===== src/hdl/sma_pkg.sv =====
// Package holding the types, opcodes, and status codes of the stack machine ALU.
`default_nettype none
package sma_pkg;
    localparam int unsigned StackDepth = 1024;
    localparam int unsigned AddrW = $clog2(StackDepth);
    localparam int unsigned SpW = AddrW + 1;

    typedef enum logic [4:0] {
        OP_PUSH = 5'd0, OP_POP = 5'd1, OP_ADD = 5'd2, OP_SUB = 5'd3, OP_MUL = 5'd4,
        OP_DIV = 5'd5, OP_MOD = 5'd6, OP_AND = 5'd7, OP_OR = 5'd8, OP_XOR = 5'd9,
        OP_NOT = 5'd10, OP_SHL = 5'd11, OP_SHR = 5'd12, OP_POW = 5'd13, OP_LT = 5'd14,
        OP_GT = 5'd15, OP_EQ = 5'd16, OP_DUP = 5'd17, OP_OVER = 5'd18, OP_SWAP = 5'd19,
        OP_LAND = 5'd20, OP_LOR = 5'd21, OP_LNOT = 5'd22, OP_DEPTH = 5'd23,
        OP_PICK = 5'd24
    } op_t;

    typedef enum logic [2:0] {
        ST_OK = 3'd0, ST_OVERFLOW = 3'd1, ST_UNDERFLOW = 3'd2, ST_NEG_EXP = 3'd3,
        ST_DIV_ZERO = 3'd4, ST_PICK_RANGE = 3'd5
    } status_t;

    typedef struct packed {
        logic [4:0]         op;
        logic signed [63:0] push_value;
    } in_item_t;

    typedef struct packed {
        logic signed [63:0] result_value;
        logic [2:0]         status;
        logic [10:0]        stack_depth;
    } out_item_t;

    typedef enum logic [3:0] {
        S_IDLE, S_RD_B, S_RD_A, S_WAIT_A, S_PICK_RD, S_PICK_WAIT, S_MUL, S_ITER,
        S_WR1, S_WR2, S_TOP_RD, S_TOP_WAIT, S_OUT
    } state_t;

    // Command to the multicycle arithmetic unit.
    typedef struct packed {
        logic start;
        logic [1:0] kind; // 0 mul, 1 div, 2 mod, 3 pow
    } arith_cmd_t;

    localparam logic [1:0] K_MUL = 2'd0;
    localparam logic [1:0] K_DIV = 2'd1;
    localparam logic [1:0] K_MOD = 2'd2;
    localparam logic [1:0] K_POW = 2'd3;
endpackage
`default_nettype wire


===== src/hdl/sma_mul.sv =====
// Multicycle 64x64 wrapping multiplier built from 32x32 partial products.
`default_nettype none
module sma_mul
    import sma_pkg::*;
(
    input  wire logic        clk,
    input  wire logic        rst_n,
    input  wire logic        start,
    input  wire logic [63:0] a,
    input  wire logic [63:0] b,
    output logic             done,
    output logic [63:0]      p
);
    logic [1:0]  step_reg, step_next;
    logic        busy_reg, busy_next;
    logic [63:0] acc_reg, acc_next;
    logic [63:0] a_reg, b_reg;
    logic [63:0] prod;
    logic [31:0] x, y;
    logic        done_reg;

    always_comb
    begin
        unique case (step_reg)
            2'd0: begin x = a_reg[31:0];  y = b_reg[31:0];  end
            2'd1: begin x = a_reg[63:32]; y = b_reg[31:0];  end
            default: begin x = a_reg[31:0]; y = b_reg[63:32]; end
        endcase
        prod = {32'd0, x} * {32'd0, y};
        acc_next = acc_reg;
        step_next = step_reg;
        busy_next = busy_reg;
        if (busy_reg)
        begin
            if (step_reg == 2'd0)
                acc_next = prod;
            else
                acc_next = acc_reg + {prod[31:0], 32'd0};
            step_next = step_reg + 2'd1;
            if (step_reg == 2'd2)
            begin
                busy_next = 1'b0;
            end
        end
        if (start)
        begin
            busy_next = 1'b1;
            step_next = 2'd0;
        end
        p = acc_reg;
    end

    always_ff @(posedge clk or negedge rst_n)
    begin
        if (!rst_n)
        begin
            busy_reg <= 1'b0;
            step_reg <= 2'd0;
        end
        else
        begin
            busy_reg <= busy_next;
            step_reg <= step_next;
        end
    end

    always_ff @(posedge clk or negedge rst_n)
    begin
        if (!rst_n)
            done_reg <= 1'b0;
        else
            done_reg <= busy_reg && step_reg == 2'd2;
    end
    assign done = done_reg;

    always_ff @(posedge clk)
    begin
        acc_reg <= acc_next;
        if (start)
        begin
            a_reg <= a;
            b_reg <= b;
        end
    end
endmodule
`default_nettype wire


===== config.mk =====
export PLATFORM = sky130hd
export DESIGN_NAME = sma_mul
export DESIGN_NICKNAME = d
export VERILOG_FILES = /design/src/hdl/sma_pkg.sv /design/src/hdl/sma_mul.sv
export SDC_FILE = /design/constraint.sdc
export NUM_CORES = 2
export LEC_CHECK = 0
export BUFFER_PORTS_ARGS = -buffer_cell sky130_fd_sc_hd__buf_2
export CORE_MARGIN = 1
export CORE_UTILIZATION = 60
export CTS_BUF_LIST = sky130_fd_sc_hd__clkbuf_4 sky130_fd_sc_hd__clkbuf_8
export DETAILED_ROUTE_END_ITERATION = 12
export HOLD_SLACK_MARGIN = 0.08
export PLACE_DENSITY = 0.87
export SLEW_MARGIN = 20
export SYNTH_ARGS = -nofsm -noshare
export SYNTH_HDL_FRONTEND = slang
export SYNTH_SLANG_ARGS = --single-unit

===== constraint.sdc =====
create_clock -name clk -period 13.7 [get_ports clk]
set_clock_uncertainty 0.1 [all_clocks]
set_input_delay 0 -clock clk [delete_from_list [all_inputs] [get_ports clk]]
set_output_delay 0 -clock clk [all_outputs]
set_load 0.05 [all_outputs]

Word-level counts from Yosys, hierarchy flattened --
Cells that the tools add are included. W data, S select, Z words.
Word-level totals: flip-flop bits (word level) 196, output and inout bits 65
Cells by class: reductions and logical operators 4, add/subtract/negate cells 2, equal/unequal tests 2, $mul 1, muxes and demuxes 8
Operators by type and width (count):
- $add A64 B64 Y64 | 1
- $mul A32 B32 Y64 | 1
- $mux W32 | 2
- $mux W64 | 1
- $mux W2 | 2
- $mux W1 | 3
- $add A2 B1 Y2 const B | 1
- $eq A2 B1 Y1 const B | 1
- $eq A2 B2 Y1 const B | 1
- $logic_not A2 Y1 | 1
- $reduce_bool A2 Y1 | 1
- $reduce_or A2 Y1 | 1
- $logic_and A1 B1 Y1 | 1

Longest topological paths before layout --
word-level depth 6, mapped depth 40, mapped depth without buffers 36

Worst setup path after synthesis --
OpenSTA, ideal clock, no wires.
path kind register to register, from reg step_reg[0], to reg acc_reg[63] (netlist: p[63]) (data pin), period minus slack after synthesis 9669 ps, stages on the path, launching flop included 32, arrival 9301 ps, buffers on the path 4, setup time 268 ps, path slack 4031 ps, data required time 13332 ps, cell sequence dfrtp_1 > ha_1 > clkbuf_1 > nor2_1 > buf_2 > mux2i_1 > clkbuf_1 > nor2_1 > fa_1 > fa_1 > fa_1 > inv_1 > fa_1 > inv_1 > fa_1 > fa_1 > fa_1 > fa_1 > ha_1 > clkbuf_1 > a21oi_1 > o21ai_1 > or4_1 > o22a_1 > xnor2_1 > ha_1 > and4_1 > nand3_1 > o21a_1 > o31a_1 > and2_0 > nand4bb_1
Between the ends: word-level cells in the longest chain between the ends 6, elaborated cells on any way between the ends 8, classes of those cells 1 x add/sub; 1 x mul; 1 x eq/ne; 3 x mux; 2 x reduce/logical
RTL lines:
- start, declared | line sma_mul.sv:14 | logic [1:0] step_reg, step_next;
- start signal, assigned | line sma_mul.sv:63 | step_reg <= step_next;
- $eq A2 B1 Y1 / $logic_not A2 Y1 (equally long branches) | line sma_mul.sv:24, sma_mul.sv:35
- $reduce_or A2 Y1 (no source line)
- $mux W32 | line sma_mul.sv:24 | unique case (step_reg)
- $mul A32 B32 Y64 | line sma_mul.sv:29 | prod = {32'd0, x} * {32'd0, y};
- $add A64 B64 Y64 | line sma_mul.sv:38 | acc_next = acc_reg + {prod[31:0], 32'd0};
- $mux W64 (*) | line sma_mul.sv:35 | if (step_reg == 2'd0)
- end signal, assigned | line sma_mul.sv:78 | acc_reg <= acc_next;
- end, declared | line sma_mul.sv:16 | logic [63:0] acc_reg, acc_next;
Every way passes the cells marked *; elsewhere a longest branch is shown, timed or not. A chain may end at the register's enable or synchronous reset.

Worst setup path in the final report --
from reg step_reg[1], to reg acc_reg[57] (netlist: p[57]) (data pin)
The elaborated chain is that of the path after synthesis.

==> results.md <==
* Outcome: finished, final reports clean
* Crit. End Element: register
* Slowest Stage Delay on Critical Path at 0.94 ns
* Mux contribution to synthesized area at 3.168%
* Core Footprint at 67,630 um^2
* Setup_tns at 0 ns
* Total of max-cap violations at 0
* Total grt overflow at 0
* Post-CTS Setup Bufs at 0
* Wire per inst at 24.61 um
* Critical Path Slowest Stage Cell: mux2i_4
* Clock Sinks at 196
* Final nets at 5,999
* # DRC at 0
* Post-synth EDFFs at 192
* CP arrival at 11.71 ns
* Post-synthesis simple-gate area fraction at 13.13%
* Post-CTS Hold Buffers at 259
* Worst Path Required at 13.97 ns
* Syn_area_per_cell at 9.522 um^2
* Max frequency at 0.08736 GHz
* Deepest clock path buffer count at 2
* Layout area overhead at 11.93%
* Seq cells post-synth at 196
* Kind of critical path: reg -> reg
* Share of cells above drive strength 1 at 8.367%
* Initial antenna violation count at 6
* Worst hold-check path type: in -> async
* Initial DRC count at 4,067
* CTS clk-pin slew, worst paths at 0.14 ns
* Fin. Hold Viols at 0
* Area contributors post-synth: fa_1 (43%), edfxtp_1 (14%), ha_1 (9.0%)
* Synth warnings at 0
* Most numerous cell on the critical path: fa_1
* Std cell rows at 95
* Post-synthesis adder-cell area fraction at 52.47%
* Synth Area in Compound Gates at 5.352%
* Pin count of the biggest net entering global routing at 74
* ANT nets after route at 0
* Net count after synthesis at 5,670
* CP Launch Type: register
* XOR/XNOR Fraction of Synth Area at 1.716%
* Detailed-route via count at 34,170
* Final Max Tran Viols at 0
* Pre-Repair DR Iteration Count at 9
* First-pass GRT wire length at 210,900 um
* RSZ-0062 raised after global routing: false
* Number of global-route vias before repair at 37,210
* Main combinational cell family by area after synthesis: adder cells
* Seq/Total Area, Yosys at 14.18%
* CTS tree: built
* Die Ht at 264.5 um
* Worst Max-Slew Pin Slew at 1.190 ns
* Synth async-reset ratio at 2.041%
* Final period util at 83.55%
* Synthesized area at 41,350 um^2
* Vias/cell at 6.143
* Routability Congestion at 1.025
* Root buf cell: clkbuf_8
* # H-tree levels at 4
* Initial Util at 61.14%
* HPWL after DPL at 100,600 um
* Ys flop type: edfxtp_1
* Leading area contributor after synthesis: fa_1
* Synth top area share at 43.43%
* Buffers on Ports at 195
* CTS buffer count at 17
* Setup Viol. Count Final at 0
* Die ar. at 69,970 um^2
* Minimum clock period at 11.45 ns
* Post-Route WL at 136,900 um
* Slew headroom at 19.13%
* Post-synth cell types at 76
* Clk Latency, worst-skew pair at 0.64 ns
* GRT Util Overall at 40.59%
* Die W at 264.5 um
* Critical Path Fanout Max at 34
* CTS-repair resized insts at 0
* Mapped Cells at 4,343
* Ports at 196
==> synthesized netlist by cell type (all sizes together) (49+ instances only) <==
cell type    n
o21ai       62
xnor2       50
and2        53
nor2       411
clkbuf     184
a21oi      105
a21o        49
mux2i       60
fa         897
inv        884
nand2      720
ha         299
mux2        63
edfxtp     192
==> kinds of logic (layout without fill, tap and decap cells) <==
| group | count (synthesis) | count (layout) |
|---|---|---|
| other | 0 | 4 |
| XOR/XNOR | 81 | 81 |
| multiplexers | 123 | 123 |
| buffers and inverters | 1092 | 1434 |
| flip-flops | 196 | 196 |
| AO/OA/AOI/OAI | 336 | 336 |
| AND/OR/NAND/NOR | 1319 | 1319 |
| adder cells (fa/ha/maj) | 1196 | 1196 |
==> layout make-up <==
type | count | area [um^2]
inverters | 884 | 3318
multi-input cells | 3055 | 31480
clock buffers | 17 | 234.0
clock inverters | 15 | 227.7
repair buffers | 518 | 4055
flip-flops and latches | 196 | 5866
fillers | 4780 | 21350
diodes | 4 | 10.01
well taps | 873 | 1092
==> through the flow <==
| step | utilization [%] | setup slack, ns | std cells | hold WS, ns | instance area (um^2) |
|---|---|---|---|---|---|
| floorplan | - | 4.031 | 4343 | -0.3956 | 41350 |
| global placement | 63.89 | 2.809 | 5267 | -0.2895 | 43210 |
| detailed placement | 63.89 | 2.791 | 5267 | -0.2820 | 43210 |
| CTS | 68.41 | 2.661 | 5558 | 0.1657 | 46270 |
| global route | 68.43 | 1.921 | 5560 | 0.2153 | 46280 |
| finish | 68.44 | 2.253 | 5562 | 0.1956 | 46290 |
==> routing by layer <==
metal,part of all wire [%],global-route usage [%]
met5,0.032,0
met4,8.2,28.38
met3,14,13.03
met2,46,63.46
met1,32,47.73
==> worst max-delay path: cells and delay by family (launching register included) <==
family / cells / cell delay, ns
AOI/OAI and AO/OA: 8 / 2.18
and+or+nand+nor: 5 / 0.83
adders and majority gates: 11 / 4.85
DFF: 1 / 0.42
xor gates and xnor gates: 2 / 0.73
buffers and inverters: 6 / 1.05
muxes: 1 / 0.94
==> final timing paths <==
check	end	cells after the start	slack, ns	start
worst max register to register	p[57]	33	2.25	step_reg[1]
worst max-delay path	p[57]	33	2.25	step_reg[1]
worst min-delay path	done	3	0.20	rst_n
worst min register to register	step_reg[1]	2	0.49	step_reg[1]
max in group asynchronous	step_reg[0]	3	13.11	rst_n
min in group clk	a_reg[12]	2	0.40	start
==> layout by cell type (no fill, tap or decap), types with 5 or more instances in the layout <==
cell	n
a211o_1	9
a211oi_1	8
a21o_1	49
a21oi_1	103
a31oi_1	16
and2_1	52
and3_1	18
and4_1	7
buf_2	194
buf_4	64
clkbuf_8	17
clkinv_8	5
dlygate4sd3_1	259
edfxtp_1	192
fa_1	897
ha_1	297
inv_1	883
mux2_2	63
mux2i_1	40
mux2i_2	17
nand2_1	719
nand2b_1	19
nand3_1	18
nand4_1	24
nor2_1	410
nor2b_1	10
nor3_1	17
o211ai_1	10
o21a_1	12
o21ai_0	39
o21ai_1	23
o21bai_1	14
o31a_1	6
o31ai_1	5
or3_1	5
xnor2_1	50
xor2_1	31
Power is left out: the tool's default activity adds up to more than one toggle a clock period on the data nets, which glitch-free logic cannot reach.
